[src/hw/rtl/spc_pkg.sv]
// ============================================================================
// spc_pkg - shared types and constants
// Widths, request codes, sequencer states and cell control for the sliding
// correlation core.
// ============================================================================
`default_nettype none

package spc_pkg;

    localparam int MAX_TAPS    = 32;
    localparam int SAMPLE_BITS = 16;
    localparam int IDX_W       = $clog2(MAX_TAPS);
    localparam int CNT_W       = $clog2(MAX_TAPS + 1);
    localparam int LEN_W       = 6;
    localparam int REQ_W       = 2;
    localparam int SUM_W       = SAMPLE_BITS + IDX_W + 1;
    localparam int ACC_W       = 2 * SAMPLE_BITS + IDX_W;
    localparam int WIDE_W      = 2 * SUM_W + 2;
    localparam int CHUNK_W     = 16;
    localparam int N_CHUNK     = (WIDE_W + CHUNK_W - 1) / CHUNK_W;
    localparam int PAD_W       = N_CHUNK * CHUNK_W;
    localparam int PROD_W      = 2 * WIDE_W;
    localparam int Q_W         = 15;
    localparam int OUT_W       = Q_W + 1;
    localparam int FRAC_SHIFT  = 2 * Q_W;
    localparam int ROOT_W      = PROD_W + FRAC_SHIFT + 2;
    localparam int LAST_STEP   = N_CHUNK + Q_W;
    localparam int STEP_W      = $clog2(LAST_STEP + 1);
    localparam int SEEN_W      = 16;

    localparam logic [REQ_W-1:0] REQ_TAP     = 2'd0;
    localparam logic [REQ_W-1:0] REQ_SAMPLE  = 2'd1;
    localparam logic [REQ_W-1:0] REQ_RESTART = 2'd2;

    typedef enum logic [2:0] {
        ST_IDLE,
        ST_LOAD,
        ST_WALK,
        ST_PROD,
        ST_DIFF,
        ST_RATIO,
        ST_DONE
    } state_t;

    typedef struct packed {
        logic push;
        logic load;
        logic step_x;
        logic step_h;
    } cell_ctl_t;

endpackage

`default_nettype wire

[src/hw/rtl/spc_cell.sv]
// ============================================================================
// spc_cell - one position of the window and template chain
// Holds one window sample and one template tap, plus work copies of both
// that shift to the neighbors during the multiply-accumulate walk.
// ============================================================================
`default_nettype none

module spc_cell
    import spc_pkg::*;
(
    input  wire logic                          clk,
    input  wire cell_ctl_t                     ctl,
    input  wire logic                          tap_we,
    input  wire logic signed [SAMPLE_BITS-1:0] tap_val,
    input  wire logic signed [SAMPLE_BITS-1:0] win_in,
    input  wire logic signed [SAMPLE_BITS-1:0] wx_in,
    input  wire logic signed [SAMPLE_BITS-1:0] wh_in,
    output logic signed [SAMPLE_BITS-1:0]      win_out,
    output logic signed [SAMPLE_BITS-1:0]      wx_out,
    output logic signed [SAMPLE_BITS-1:0]      wh_out
);

    logic signed [SAMPLE_BITS-1:0] win_reg;
    logic signed [SAMPLE_BITS-1:0] tap_reg;
    logic signed [SAMPLE_BITS-1:0] wx_reg;
    logic signed [SAMPLE_BITS-1:0] wh_reg;

    always_ff @(posedge clk)
    begin
        if (ctl.push)
        begin
            win_reg <= win_in;
        end
        if (tap_we)
        begin
            tap_reg <= tap_val;
        end
        if (ctl.load)
        begin
            wx_reg <= win_reg;
            wh_reg <= tap_reg;
        end
        else
        begin
            if (ctl.step_x)
            begin
                wx_reg <= wx_in;
            end
            if (ctl.step_h)
            begin
                wh_reg <= wh_in;
            end
        end
    end

    assign win_out = win_reg;
    assign wx_out  = wx_reg;
    assign wh_out  = wh_reg;

endmodule

`default_nettype wire

[config.mk]
export PLATFORM = sky130hd
export DESIGN_NAME = spc_cell
export DESIGN_NICKNAME = d
export VERILOG_FILES = /design/src/hw/rtl/spc_pkg.sv /design/src/hw/rtl/spc_cell.sv
export SDC_FILE = /design/constraint.sdc
export NUM_CORES = 1
export LEC_CHECK = 0
export ABC_AREA = 1
export BUFFER_PORTS_ARGS = -buffer_cell sky130_fd_sc_hd__buf_2
export CORE_MARGIN = 4
export CORE_UTILIZATION = 32
export CTS_CLUSTER_DIAMETER = 200
export DETAILED_ROUTE_END_ITERATION = 12
export PLACE_DENSITY_LB_ADDON = 0.15
export SYNTH_ARGS = -nofsm -noshare
export SYNTH_HDL_FRONTEND = slang
export SYNTH_SLANG_ARGS = --single-unit
[constraint.sdc]
create_clock -name clk -period 1.2 [get_ports clk]
set_input_delay 0.12 -clock clk [delete_from_list [all_inputs] [get_ports clk]]
set_output_delay 0.12 -clock clk [all_outputs]
set_load 0.01 [all_outputs]
* Word level (Yosys, flattened, before mapping) *
Index checks and enable logic that the tools add are counted.

storage, ports and cells
  register bits = 64
  latch bits = 0
  bits in writable memories = 0
  ROM bits = 0
  input bits = 70
  output and inout bits = 48
  word-level logic and storage cells = 10
  memories kept = 0

operators by class
  add/sub/neg operators = 0
  $mul = 0
  div/mod/pow operators = 0
  $lt $le $gt $ge = 0
  eq/ne operators = 0
  shift operators = 0
  muxes and demuxes = 4
  bitwise logic cells = 0
  reduce and logical (&&, ||, !) cells = 2

operator list
  cell                number
  16-bit 2-to-1 mux   4
  2-bit nonzero test  2

* Longest topological paths before layout *
Gate-level depths: netlist of run 1.

  word-level depth = 2
  depth in mapped cells = 5
  gate-level depth less buffers = 3

* Least setup slack after synthesis of run 1 *
Ideal clock, no wire load.

  kind = input to register
  start = in ctl[2] (netlist bit)
  end = reg wh_reg[0], in the netlist wh_out[0] (enable)
  setup time = 291 ps
  arrival = 662 ps
  data required time = 909 ps
  setup slack = 247 ps
  stages on the path = 2
  path buffers = 1
  cells stage by stage = buf_6 > or2_2

on the way
  word-level cells in the longest chain between the ends = 1

ends and longest elaborated chain
  element                       line            RTL
  start, declared               spc_cell.sv:12  input wire cell_ctl_t ctl,
  2-bit nonzero test (no line)  n/a
  end signal, assigned          spc_cell.sv:41  wh_reg <= tap_reg;
  end signal, assigned          spc_cell.sv:51  wh_reg <= wh_in;
  end, declared                 spc_cell.sv:26  logic signed [SAMPLE_BITS-1:0] wh_reg;

No other way between the ends.
A chain may end at the register's enable or synchronous reset.

* Worst setup path after layout of run 1 *
  start = reg win_reg[6], in the netlist win_out[6]
  end = out win_out[6]

RTL lines
  element                 line            RTL
  start, declared         spc_cell.sv:23  logic signed [SAMPLE_BITS-1:0] win_reg;
  start signal, assigned  spc_cell.sv:32  win_reg <= win_in;
  end, declared           spc_cell.sv:18  output logic signed [SAMPLE_BITS-1:0] win_out,

No word-level cell between the ends.

==> results.py, run 1 <==
metrics = {
    "outcome": {
        "status": "finished clean",
    },
    "setup_path": {
        "end_kind": "primary output",
        "worstPathMaxFanout": 2,
        "cp-start-kind": "flip-flop",
        "worstSetupPathType": "flip-flop to primary output",
        "crit_family": "flip-flops",
        "path_buf_inv": 1,
        "crit_chain": "buf_2",
        "arrival_ns": 0.90,
        "cpPeakStageDelay_ns": 0.40,
        "slowest_stage": "edfxtp_1",
        "worstPathRequired_ns": 1.08,
    },
    "clock_tree": {
        "cts_tree": "built",
        "postCtsSetupBuffers": 0,
        "cts_resized": 0,
        "clock_latency_ns": 0.34,
        "cts_made_buffers": 9,
        "root_buffer": "clkbuf_8",
        "ctsHtreeMaxLevel": 3,
        "cts_buffer_depth": 2,
        "cts_num_sinks": 64,
        "clk_pin_slew_ns": 0.07,
    },
    "global_routing": {
        "grt_overflow": 0,
        "grt-busiest-layer": "met2",
        "grtUsageMet1": 0.134,
        "grt_start_max_net_pins": 33,
        "antenna_found_initial": 1,
        "grt_pass1_vias": 1781,
        "use_met2": 0.235,
        "track_usage": 0.135,
        "grt_pass1_wl_mm": 8.74,
        "grt_use_met3": 0.0614,
    },
    "synthesis": {
        "synth-compound-area-share": 0,
        "syn_area_per_cell_sq_um": 14.1,
        "ys_warn_count": 0,
        "synth_cell_types": 8,
        "synthSimpleGateAreaFrac": 0.163,
        "synth_top_family_by_area": "simple AND/OR/NAND/NOR gates",
        "synth-xor-area-share": 0,
        "synthesis.instances": 170,
        "syn_nets": 240,
        "seq_area_frac_synth": 0.801,
        "synth_fa_ha_area_frac": 0,
        "synth-seq-cells": 64,
        "syn_area_sq_mm": 0.00240,
        "synthMuxAreaShare": 0,
    },
    "timing": {
        "fin_skew_ns": 0.0100,
        "finalHoldViolCount": 0,
        "hold_ws_ns": 0.0438,
        "worst_pin_slew_ns": 0.386,
        "clock.fmax_mhz": 984,
        "rsz0062_at_grt": "false",
        "slew_headroom": 0.743,
        "fin_crit_ns": 1.02,
        "fin_crit_sh": 0.847,
        "setup_tns_ns": 0,
        "maxSlewViolCount": 0,
        "report.final.setup_viol": 0,
    },
    "drt": {
        "drtIter0Drc": 49,
        "num_vias": 1739,
        "dr.pass1.iters": 4,
        "drc": 0,
        "ant_nets": 0,
        "wirelength_mm": 5.82,
        "vias_per_cell": 4.05,
        "drt-wirelength-per-cell_um": 13.6,
    },
    "layout": {
        "fin_nets": 395,
        "syn2layout_area_growth_pct": 47.4,
        "drive_gt1_frac": 0.432,
        "fin_cells": 429,
        "design_area_sq_mm": 0.00353,
    },
    "placed_design": {
        "portBuffers": 117,
        "dp.cells": 381,
        "placed_area_sq_mm": 0.00306,
        "gp_congestion": 0.791,
        "dpl.hpwl_mm": 4.08,
    },
    "die": {
        "core_area_sq_mm": 0.00725,
        "fp.dieW_um": 94.6,
        "io_pins": 118,
        "start_util": 0.331,
        "rows": 31,
        "die_y_um": 94.6,
        "design.die.area_sq_mm": 0.00894,
    },
    "power": {
        "comb_power_share": 0.127,
        "power_frac_clock": 0.307,
        "p_leak_nw": 1.64,
        "pwr-share-seq": 0.566,
        "ir_drop_mv": 0.650,
        "power.internal_mw": 3.70,
        "switching_share": 0.239,
        "p_per_area_mw_per_mm2": 1380,
        "power_mw": 4.86,
        "power_switching_mw": 1.16,
    },
    "hold_path": {
        "min_path_type": "primary input to flip-flop",
    },
    "job": {
        "maxCapViolations": 0,
    },
}
## per-layer routing
layer  wire, um  share of wire  up-vias
li1           -              -      882
met1       2080           0.36      779
met2       3040           0.52       66
met3        540          0.093       12
met4        155          0.027        0
met5          0              0        -
## synthesized netlist by cell type, drive strengths merged
library cell	instances	area (sq um)
nand2	96	378
edfxtp	64	1920
buf	7	75.1
or2	2	12.5
inv	1	11.3
## final cells by class
| type | count | area, sq um |
|---|---|---|
| tap | 99 | 124 |
| clock buffer | 9 | 124 |
| antenna | 1 | 2.50 |
| clock inverter | 6 | 27.5 |
| inverter | 1 | 11.3 |
| multi-input combinational | 98 | 390 |
| timing repair buffer | 151 | 933 |
| sequential | 64 | 1920 |
| fill | 689 | 3720 |
## timing repair
action,CTS,global route
hold buffers,32,0
setup endpoints to repair,0,0
hold endpoints to repair,32,0
## final timing paths
check        startpoint    endpoint  slack, ns  cells after the start
max          win_out[6]  win_out[6]       0.18                      1
max reg2reg  win_out[6]   wx_out[6]       0.41                      2
min reg2reg  tap_reg[5]   wh_out[5]       0.51                      2
min           wx_in[11]  wx_out[11]       0.04                      3
## cells by family (layout without fill, tap and decap cells)
group         after synthesis  count (layout)
buf+inv                     8             167
flops                      64              64
simple gates               98              98
other cells                 0               1
## cells in the final DEF, fill, tap and decap left out
cell type,Yosys,layout
clkbuf_8,0,9
nand2_2,7,7
or2_2,2,2
clkinv_1,0,2
edfxtp_1,64,64
nand2_1,89,89
clkinv_2,0,4
diode_2,0,1
buf_4,2,1
buf_2,0,117
inv_8,1,1
buf_12,0,1
dlygate4sd3_1,0,32
## power groups by stage
| stage | clock network [mW] | registers, mW | logic (mW) |
|---|---|---|---|
| 2_1_floorplan | 0 | 2.88 | 0.152 |
| 3_3_place_gp | 0 | 2.80 | 0.545 |
| 3_5_place_dp | 0 | 2.80 | 0.549 |
| 4_1_cts | 1.54 | 2.76 | 0.630 |
| 5_1_grt | 1.63 | 2.77 | 0.689 |
| 6_report | 1.49 | 2.75 | 0.618 |
## per-stage QoR
step,setup WS (ns),util
final,0.184,0.487
after global routing,0.139,0.487
after global placement,0.151,0.422
after detailed placement,0.139,0.422
after floorplan,0.247,-
after CTS,0.167,0.487
No activity file was read; power rests on OpenSTA's default activity.
==> run 2: changes to the inputs <==
==> constraint.sdc (replaced) <==
create_clock -name clk -period 0.9 [get_ports clk]
set_input_delay 0.09 -clock clk [delete_from_list [all_inputs] [get_ports clk]]
set_output_delay 0.09 -clock clk [all_outputs]
set_load 0.01 [all_outputs]
==> results.py, run 2 (synthesis gave the netlist of run 1 again) <==
metrics = {
    "outcome": {
        "status": "finished with violations",
        "violations": "setup timing",
    },
    "timing": {
        "maxSlewViolCount": 0,
        "fin_crit_ns": 0.977,
        "report.final.setup_viol": 48,
        "rsz0062_at_grt": "true",
        "fin_crit_sh": 1.09,
        "clock.fmax_mhz": 1020,
        "finalHoldViolCount": 0,
        "fin_skew_ns": 0.00573,
        "slew_headroom": 0.741,
        "worst_pin_slew_ns": 0.388,
        "layout_setup_ws_ns": -0.0772,
    },
    "power": {
        "switching_share": 0.218,
        "p_leak_nw": 1.75,
        "power.internal_mw": 5.89,
        "p_per_area_mw_per_mm2": 2000,
        "pwr-share-seq": 0.486,
        "power_frac_clock": 0.395,
        "ir_drop_mv": 0.857,
        "comb_power_share": 0.120,
        "power_switching_mw": 1.64,
    },
    "global_routing": {
        "grt_overflow": 0,
        "track_usage": 0.131,
        "grt_start_max_net_pins": 33,
        "grt_pass1_wl_mm": 8.60,
        "grt_pass1_vias": 1823,
        "antenna_found_initial": 1,
    },
    "layout": {
        "final_cell_mix": "buf_2, nand2_1, edfxtp_1",
        "fillCellCount": 655,
        "mostFrequentLayoutCell": "buf_2",
        "drive_gt1_frac": 0.480,
        "fin_nets": 411,
        "syn2layout_area_growth_pct": 57.2,
        "fin_cells": 446,
        "design_area_sq_mm": 0.00377,
    },
    "clock_tree": {
        "ctsHtreeMaxLevel": 3,
        "clk_pin_slew_ns": 0.07,
        "cts_num_sinks": 64,
        "cts_tree": "built",
        "root_buffer": "clkbuf_8",
        "clock_latency_ns": 0.33,
        "cts_made_buffers": 9,
        "cts_buffer_depth": 2,
    },
    "setup_path": {
        "end_kind": "primary output",
        "worstSetupPathType": "flip-flop to primary output",
        "crit_family": "flip-flops",
        "cpPeakStageDelay_ns": 0.40,
        "worstPathRequired_ns": 0.81,
        "cp-start-kind": "flip-flop",
        "worstPathMaxFanout": 2,
        "arrival_ns": 0.89,
        "crit_chain": "buf_2",
        "path_buf_inv": 1,
        "slowest_stage": "edfxtp_1",
    },
    "die": {
        "rows": 31,
        "die_y_um": 94.6,
        "design.die.area_sq_mm": 0.00894,
        "io_pins": 118,
        "fp.dieW_um": 94.6,
        "start_util": 0.331,
        "core_area_sq_mm": 0.00725,
    },
    "drt": {
        "drt-wirelength-per-cell_um": 12.7,
        "drc": 0,
        "drtIter0Drc": 55,
        "wirelength_mm": 5.64,
        "num_vias": 1785,
        "vias_per_cell": 4.00,
        "dr.pass1.iters": 4,
        "ant_nets": 0,
    },
    "placed_design": {
        "dp.cells": 384,
        "dpl.hpwl_mm": 4.14,
        "gp_congestion": 0.822,
        "placed_area_sq_mm": 0.00308,
        "portBuffers": 117,
    },
    "hold_path": {
        "min_path_type": "primary input to flip-flop",
    },
    "job": {
        "maxCapViolations": 0,
    },
}
[run 2: final cells by class]
type	count	area, sq um	share of cell area
Sequential cell	64	1920	0.510
Timing Repair Buffer	167	1060	0.281
Multi-Input combinational cell	98	410	0.109
Clock buffer	9	124	0.0328
Tap cell	99	124	0.0328
Clock inverter	7	119	0.0315
Inverter	1	11.3	0.00299
Antenna cell	1	2.50	0.000664
[run 2: worst reg2reg max path: stages (launching register included)]
cell	delay, ns
edfxtp_1	0.39
buf_4	0.14
nand2_1	0.06
nand2_1	0.05
[run 2: layer usage]
metal	wire length (um)	share of wire	vias to the layer above	global-route usage
li1	-	-	916	-
met1	2210	0.39	789	0.148
met2	2800	0.50	65	0.215
met3	411	0.073	15	0.0398
met4	221	0.039	0	0.0865
met5	0	0	-	0
[run 2: timing repair]
| item | in CTS | in global routing |
|---|---|---|
| setup buffers | 7 | 4 |
| gates resized for setup | 0 | 8 |
| setup endpoints to repair | 48 | 55 |
| hold endpoints to repair | 34 | 0 |
| pin swaps | 0 | 3 |
| hold buffers | 34 | 0 |
[run 2: power by group through the flow]
stage	combinational (mW)	sequential (mW)	clock [mW]
after floorplan	0.203	3.84	0
after global routing	1.00	3.68	3.21
after global placement	0.735	3.73	0
after detailed placement	0.740	3.73	0
after CTS	0.889	3.66	3.04
final	0.904	3.66	2.97
[run 2: worst paths after layout]
check	startpoint	to	slack (ns)	cells after the start
max	win_out[1]	win_out[1]	-0.08	1
min	wx_in[14]	wx_out[14]	0.02	3
max reg2reg	win_out[4]	wx_out[4]	0.03	3
min reg2reg	tap_reg[11]	wh_out[11]	0.51	2
[run 2: metrics by stage]
step / utilization / hold slack, ns / setup WS (ns) / setup TNS [ns] / total power, mW
final: 0.520 / 0.0183 / -0.0772 / -1.96 / 7.54
after global routing: 0.520 / 0.00657 / -0.116 / -4.06 / 7.89
after CTS: 0.513 / 0.00413 / -0.0944 / -3.06 / 7.60
after detailed placement: 0.425 / 0.268 / -0.113 / -4.97 / 4.47
after global placement: 0.425 / 0.267 / -0.108 / -4.02 / 4.46
after floorplan: - / 0.189 / -0.0231 / -0.741 / 4.05
